===== config.mk =====
export PLATFORM = sky130hd
export DESIGN_NAME = mnbo_ctrl
export DESIGN_NICKNAME = d
export VERILOG_FILES = /design/src/hw/rtl/mnbo_pkg.sv /design/src/hw/rtl/mnbo_ctrl.sv
export SDC_FILE = /design/constraint.sdc
export NUM_CORES = 1
export LEC_CHECK = 0
export ABC_AREA = 1
export BUFFER_PORTS_ARGS = -buffer_cell sky130_fd_sc_hd__buf_2
export CELL_PAD_IN_SITES_DETAIL_PLACEMENT = 0
export CELL_PAD_IN_SITES_GLOBAL_PLACEMENT = 2
export CORE_MARGIN = 4
export CORE_UTILIZATION = 24
export CTS_CLUSTER_DIAMETER = 200
export DETAILED_ROUTE_END_ITERATION = 12
export HOLD_SLACK_MARGIN = 0.08
export PLACE_DENSITY = 0.82
export REMOVE_ABC_BUFFERS = 1
export SLEW_MARGIN = 20
export SYNTH_ARGS = -nofsm -noshare
export SYNTH_HDL_FRONTEND = slang
export SYNTH_SLANG_ARGS = --single-unit
export TNS_END_PERCENT = 10

===== constraint.sdc =====
create_clock -name clk -period 1.5 [get_ports clk]
set_input_delay 0.3 -clock clk [delete_from_list [all_inputs] [get_ports clk]]
set_output_delay 0.3 -clock clk [all_outputs]
set_load 0.1 [all_outputs]

===== src/hw/rtl/mnbo_pkg.sv =====
// ----------------------------------------------------------------------------
// mnbo_pkg
// Shared types and constants of the mesh node bandwidth ordering block.
// ----------------------------------------------------------------------------
package mnbo_pkg;

	localparam int NODE_W    = 12;
	localparam int TOTAL_W   = 13;
	localparam int MAX_NODES = 4096;
	localparam int ELEM_MAX  = 4;

	// request kinds
	localparam logic [1:0] KIND_CLEAR   = 2'd0;
	localparam logic [1:0] KIND_ELEMENT = 2'd1;
	localparam logic [1:0] KIND_COMPUTE = 2'd2;
	localparam logic [1:0] KIND_QUERY   = 2'd3;

	// result status codes
	localparam logic [1:0] STATUS_OK       = 2'd0;
	localparam logic [1:0] STATUS_OVERFLOW = 2'd1;
	localparam logic [1:0] STATUS_NO_ORDER = 2'd2;

	// datapath operations
	typedef logic [4:0] op_t;
	localparam op_t OP_NONE   = 5'd0;
	localparam op_t OP_INIT   = 5'd1;
	localparam op_t OP_ACCEPT = 5'd2;
	localparam op_t OP_DISP   = 5'd3;
	localparam op_t OP_SWEEP  = 5'd4;
	localparam op_t OP_LRD    = 5'd5;
	localparam op_t OP_LCNT   = 5'd6;
	localparam op_t OP_LSCAN  = 5'd7;
	localparam op_t OP_LWR    = 5'd8;
	localparam op_t OP_LNEXT  = 5'd9;
	localparam op_t OP_CSCAN  = 5'd10;
	localparam op_t OP_SEED   = 5'd11;
	localparam op_t OP_POP    = 5'd12;
	localparam op_t OP_NODE   = 5'd13;
	localparam op_t OP_DEG    = 5'd14;
	localparam op_t OP_NB     = 5'd15;
	localparam op_t OP_CHK    = 5'd16;
	localparam op_t OP_FIN    = 5'd17;

	typedef struct packed {
		op_t op;
	} mnbo_cmd_t;

	typedef struct packed {
		logic [1:0] kind;
		logic       hn_zero;
		logic       init_last;
		logic       clr_last;
		logic       deg_zero;
		logic       match;
		logic       more;
		logic       pair_last;
		logic       scan_done;
		logic       q_empty;
		logic       out_free;
	} mnbo_stat_t;

endpackage


===== src/hw/rtl/mnbo_ctrl.sv =====
// ----------------------------------------------------------------------------
// mnbo_ctrl
// Sequencer: steps the datapath through clear, insert, walk and query work.
// ----------------------------------------------------------------------------
module mnbo_ctrl import mnbo_pkg::*; (
	input  logic       clk,
	input  logic       arst_n,
	input  logic       in_valid,
	output logic       in_ready,
	input  mnbo_stat_t stat,
	output mnbo_cmd_t  cmd
);

	localparam logic [4:0] ST_INIT  = 5'd0;
	localparam logic [4:0] ST_IDLE  = 5'd1;
	localparam logic [4:0] ST_DISP  = 5'd2;
	localparam logic [4:0] ST_SWEEP = 5'd3;
	localparam logic [4:0] ST_LRD   = 5'd4;
	localparam logic [4:0] ST_LCNT  = 5'd5;
	localparam logic [4:0] ST_LSCAN = 5'd6;
	localparam logic [4:0] ST_LWR   = 5'd7;
	localparam logic [4:0] ST_LNEXT = 5'd8;
	localparam logic [4:0] ST_CSCAN = 5'd9;
	localparam logic [4:0] ST_SEED  = 5'd10;
	localparam logic [4:0] ST_POP   = 5'd11;
	localparam logic [4:0] ST_NODE  = 5'd12;
	localparam logic [4:0] ST_DEG   = 5'd13;
	localparam logic [4:0] ST_NB    = 5'd14;
	localparam logic [4:0] ST_CHK   = 5'd15;
	localparam logic [4:0] ST_FIN   = 5'd16;

	logic [4:0] state_q, state_d;

	assign in_ready = (state_q == ST_IDLE);

	// next state and datapath operation
	always_comb begin
		state_d = state_q;
		cmd.op  = OP_NONE;
		case (state_q)
			ST_INIT: begin
				cmd.op = OP_INIT;
				if (stat.init_last) state_d = ST_IDLE;
			end
			ST_IDLE: begin
				if (in_valid) begin
					cmd.op  = OP_ACCEPT;
					state_d = ST_DISP;
				end
			end
			ST_DISP: begin
				cmd.op = OP_DISP;
				case (stat.kind)
					KIND_CLEAR:   state_d = stat.hn_zero ? ST_FIN : ST_SWEEP;
					KIND_ELEMENT: state_d = ST_LRD;
					KIND_COMPUTE: state_d = stat.hn_zero ? ST_FIN : ST_CSCAN;
					default:      state_d = ST_FIN;
				endcase
			end
			ST_SWEEP: begin
				cmd.op = OP_SWEEP;
				if (stat.clr_last) state_d = ST_FIN;
			end
			ST_LRD: begin
				cmd.op  = OP_LRD;
				state_d = ST_LCNT;
			end
			ST_LCNT: begin
				cmd.op  = OP_LCNT;
				state_d = stat.deg_zero ? ST_LWR : ST_LSCAN;
			end
			ST_LSCAN: begin
				cmd.op = OP_LSCAN;
				if (stat.match)     state_d = ST_LNEXT;
				else if (!stat.more) state_d = ST_LWR;
			end
			ST_LWR: begin
				cmd.op  = OP_LWR;
				state_d = stat.pair_last ? ST_FIN : ST_LRD;
			end
			ST_LNEXT: begin
				cmd.op  = OP_LNEXT;
				state_d = stat.pair_last ? ST_FIN : ST_LRD;
			end
			ST_CSCAN: begin
				cmd.op = OP_CSCAN;
				if (stat.scan_done) state_d = ST_SEED;
			end
			ST_SEED: begin
				cmd.op  = OP_SEED;
				state_d = ST_POP;
			end
			ST_POP: begin
				cmd.op  = OP_POP;
				state_d = stat.q_empty ? ST_FIN : ST_NODE;
			end
			ST_NODE: begin
				cmd.op  = OP_NODE;
				state_d = ST_DEG;
			end
			ST_DEG: begin
				cmd.op  = OP_DEG;
				state_d = stat.deg_zero ? ST_POP : ST_NB;
			end
			ST_NB: begin
				cmd.op  = OP_NB;
				state_d = ST_CHK;
			end
			ST_CHK: begin
				cmd.op  = OP_CHK;
				state_d = stat.more ? ST_NB : ST_POP;
			end
			ST_FIN: begin
				if (stat.out_free) begin
					cmd.op  = OP_FIN;
					state_d = ST_IDLE;
				end
			end
			default: state_d = ST_IDLE;
		endcase
	end

	// state register
	always_ff @(posedge clk or negedge arst_n) begin
		if (!arst_n) state_q <= ST_INIT;
		else         state_q <= state_d;
	end

endmodule


### After elaboration in Yosys (flattened, before gate mapping)

Index checks and enable logic that the tools add are counted.

* register bits after elaboration: 5
* input bits: 15
* logic and storage cells: 48

* mux-type cells: 19
* eq/ne operators: 24
* reduce and logical (&&, ||, !) cells: 4

Operators by type and width (number)
* $pmux 5 s17: 1
* $pmux 5 s16: 1
* $mux 5: 12
* $eq 5x4->1 const B: 8
* $eq 5x3->1 const B: 4
* $pmux 5 s3: 1
* $eq 5x2->1 const B: 2
* $ne 2x2->1 const B: 5
* $mux 3: 2
* $reduce_and 6->1: 1
* $eq 5x1->1 const B: 1
* $eq 5x5->1 const B: 1
* $logic_not 5->1: 1
* $ne 3x3->1 const B: 1
* $eq 2x1->1 const B: 1
* $eq 2x2->1 const B: 1
* $logic_not 2->1: 1
* $mux 2: 1
* $reduce_or 2->1: 1
* $mux 1: 1

### Depth between registers and ports, before layout

* depth after elaboration: 3
* mapped depth: 10
* mapped depth without buffers: 10

### Worst setup path after synthesis

No wires, ideal clock.

* kind: register to output
* start point: register state_q[4]
* end point: output port cmd[0] in the netlist's numbering
* data required time: 1200 ps
* arrival: 2620 ps
* cell stages (with the launch flop): 3
* setup slack: -1420 ps
* path buffers: 1
* cells stage by stage: dfrtp_1 -> buf_4 -> o21ai_0

RTL lines
* start, declared: line mnbo_ctrl.sv:32 `logic [4:0] state_q, state_d;`
* start signal, assigned: line mnbo_ctrl.sv:126 `else state_q <= state_d;`
* end, declared: line mnbo_ctrl.sv:11 `output mnbo_cmd_t cmd`

==> qor.tcl <==
set qor(die_w_um) 61.7
set qor(worst_setup_path_start_kind) {flop}
set qor(mostFrequentLayoutCells) {36 x buf_4, 33 x nand2_1, 18 x inv_1, 14 x buf_2, 11 x nor2_1}
set qor(largest_register_by_flop_count) {state_q}
set qor(globalRoute.busiestLayer) {met2}
set qor(layout_setup_ws_ns) -0.360
set qor(failed_checks) {negative setup slack}
set qor(htree_num_levels) 1
set qor(row_count) 19
set qor(vias) 1052
set qor(skew_ns) 0.00152
set qor(diodes) 0
set qor(ys_ff_latch) 5
set qor(synth.lib_cells_used.distinct) 20
set qor(cts_tree) {built}
set qor(core-area_sq_mm) 0.00276
set qor(critical_path_endpoint_category) {output port}
set qor(global_route.usage.met3_pct) 0.620
set qor(grt_util_all_layers_pct) 15.3
set qor(gp_congestion) 0.891
set qor(finalWorstPathRequiredPeriod_ns) 1.86
set qor(setup_repair_after_global_routing_missed_its_margin) {true}
set qor(vdd.ir_drop.worst_v) 0.00215
set qor(post_synth_and_or_nand_nor_area_fraction_pct) 56.6
set qor(detail_route.wl_per_cell_um) 12.3
set qor(global_route.usage.met2_pct) 28.1
set qor(critical_path_required_ns) 1.20
set qor(yosysSeqAreaShare_pct) 18.1
set qor(drt-initial-drc-count) 27
set qor(via_per_inst) 4.78
set qor(final-hold-violation-count) 0
set qor(setup_viol) 7
set qor(number_of_buffers_on_the_longest_clock_path) 2
set qor(timing.setup.critical_path_class) {flop to output port}
set qor(synth.yosys.warnings) 0
set qor(slew_violations) 0
set qor(floorplan.io_pins) 21
set qor(design.die.area_sq_mm) 0.00381
set qor(drc) 0
set qor(worst_skew_pair.late_latency_ns) 0.24
set qor(die_height_um) 61.7
set qor(layout.nets) 205
set qor(tightestPinTransition_ns) 0.338
set qor(cp_max_fo) 5
set qor(fillerInstances) 289
set qor(worst_setup_hold_path_clk_slew_ns) 0.04
set qor(met1_usage_pct) 19.0
set qor(total_standard_cell_area_after_synthesis_sq_um) 692
set qor(power_leakage_nw) 0.743
set qor(worst_hold_path_type) {input pin to flop}
set qor(number_of_antenna_violations_at_the_first_check_in_global_routing) 0
set qor(numClockSinks) 5
set qor(grt_pass1_wl_um) 4370
set qor(post-route-period-util_pct) 124
set qor(finish.instance_area_sq_mm) 0.00135
set qor(largest_register_ffs) 5
set qor(worst_slew_margin_rel_pct) 77.3
set qor(synth_fa_ha_area_share_pct) 0
set qor(port_buffers) 20
set qor(status) {finished with violations}
set qor(drt_pre_antenna_iters) 4
set qor(final_common_cell) {buf_4}
set qor(fmax_mhz) 538
set qor(cap_viol_max_count) 0
set qor(ant_nets) 0
set qor(globalRouteOverflowTotal) 0
set qor(synth_top_family_by_area) {simple AND/OR/NAND/NOR gates}
set qor(initial_utilization_pct) 25.1
set qor(arrival_time_at_the_worst_endpoint_ns) 1.56
set qor(number_of_global_route_vias_before_repair) 1058
set qor(hpwl_um) 2200
set qor(post_synth_mux_area_share_pct) 0
set qor(cts_buffers) 3
set qor(compound_gate_portion_of_the_synthesized_area_pct) 11.8
set qor(synth-xor-area-share_pct) 0
set qor(finalWirelength_um) 2710
set qor(flow.area_growth_from_synthesis_pct) 94.8
set qor(power_density_mw_per_mm2) 2220
set qor(setup_tns_ns) -1.98
set qor(layout-drive-gt1-share_pct) 51.9
set qor(placement_cell_area_sq_mm) 0.00118
set qor(biggestRegsByFlops) {state_q x5}
set qor(avgSynthCellArea_sq_um) 5.54
set qor(post_synth_inst_count) 125
set qor(grt_max_degree) 6
set qor(cts_root_buffer) {clkbuf_4}
==> cells in the mapped netlist <==
master / number / area share, %
nand2_1: 35 / 19
inv_1: 19 / 10
nor2_1: 15 / 8.1
nand3_1: 13 / 9.4
dfrtp_1: 5 / 18
nand4_1: 5 / 4.5
nor2_2: 5 / 4.5
o21ai_0: 5 / 3.6
inv_2: 4 / 2.2
a21oi_1: 3 / 2.2
nor2_4: 3 / 4.9
nand2_2: 2 / 1.8
nor3_1: 2 / 1.4
o211ai_1: 2 / 2.2
o22ai_1: 2 / 1.8
a41oi_1: 1 / 1.3
buf_4: 1 / 1.1
nand3_2: 1 / 1.4
nor3_2: 1 / 1.4
o21ai_1: 1 / 0.72
==> metal layers <==
| metal | vias up | share of wire (%) |
|---|---|---|
| met1 | 488 | 40 |
| met2 | 29 | 55 |
| met3 | 5 | 3.1 |
| li1 | 530 | - |
| met4 | 0 | 1.6 |
| met5 | - | 0 |
==> final timing paths <==
kind | startpoint | to | slack [ns] | cells after the start
worst max-delay path | state_q[4] | cmd[2] | -0.36 | 7
worst min-delay path | stat[11] | state_q[3] | 0.30 | 3
worst max register to register | state_q[0] | state_q[1] | -0.06 | 11
worst min register to register | state_q[1] | state_q[1] | 0.71 | 3
max in group asynchronous | arst_n | state_q[2] | 0.95 | 2
min in group asynchronous | arst_n | state_q[3] | 0.40 | 2
==> cells by family after synthesis <==
| family | Yosys count |
|---|---|
| buffers and inverters | 24 |
| AO/OA/AOI/OAI | 14 |
| flip-flops | 5 |
| AND/OR/NAND/NOR | 82 |
==> where the power goes <==
group | leakage (nW) | internal [mW] | switching [mW]
Combinational | 0.667 | 1.10 | 1.48
Sequential | 0.0611 | 0.191 | 0.0768
Clock | 0.0150 | 0.101 | 0.0572
==> layout make-up <==
class / instances / area [sq um] / area share [%]
Multi-Input combinational cell: 96 / 549 / 40.8
Clock buffer: 4 / 26.3 / 1.95
Sequential cell: 5 / 129 / 9.56
Timing Repair Buffer: 61 / 515 / 38.3
Tap cell: 31 / 38.8 / 2.88
Inverter: 23 / 88.8 / 6.59
==> critical path: stages (launching register included) <==
cell	delay, ns
dfrtp_2	0.44
buf_4	0.16
nor2_4	0.14
nand2_1	0.11
nand2_1	0.08
inv_1	0.06
nand4_1	0.14
buf_12	0.19
==> timing repair <==
action,CTS,global route
hold buffers,1,0
resized for setup,17,13
pin swaps,11,8
setup buffers,5,1
endpoints found under the hold margin,5,0
endpoints found under the setup margin,9,11
==> stage by stage <==
step | hold WS [ns] | utilization [%] | power (mW) | worst slack (ns) | cells
2_1_floorplan | 0.00441 | - | 1.50 | -1.43 | 124
3_3_place_gp | 0.118 | 42.6 | 2.60 | -0.179 | 210
3_5_place_dp | 0.120 | 42.6 | 2.61 | -0.224 | 210
4_1_cts | 0.299 | 46.7 | 2.95 | -0.370 | 219
5_1_grt | 0.320 | 48.9 | 3.18 | -0.469 | 220
6_report | 0.305 | 48.9 | 3.00 | -0.360 | 220
Note: power is estimated with default switching activity, not from simulation.
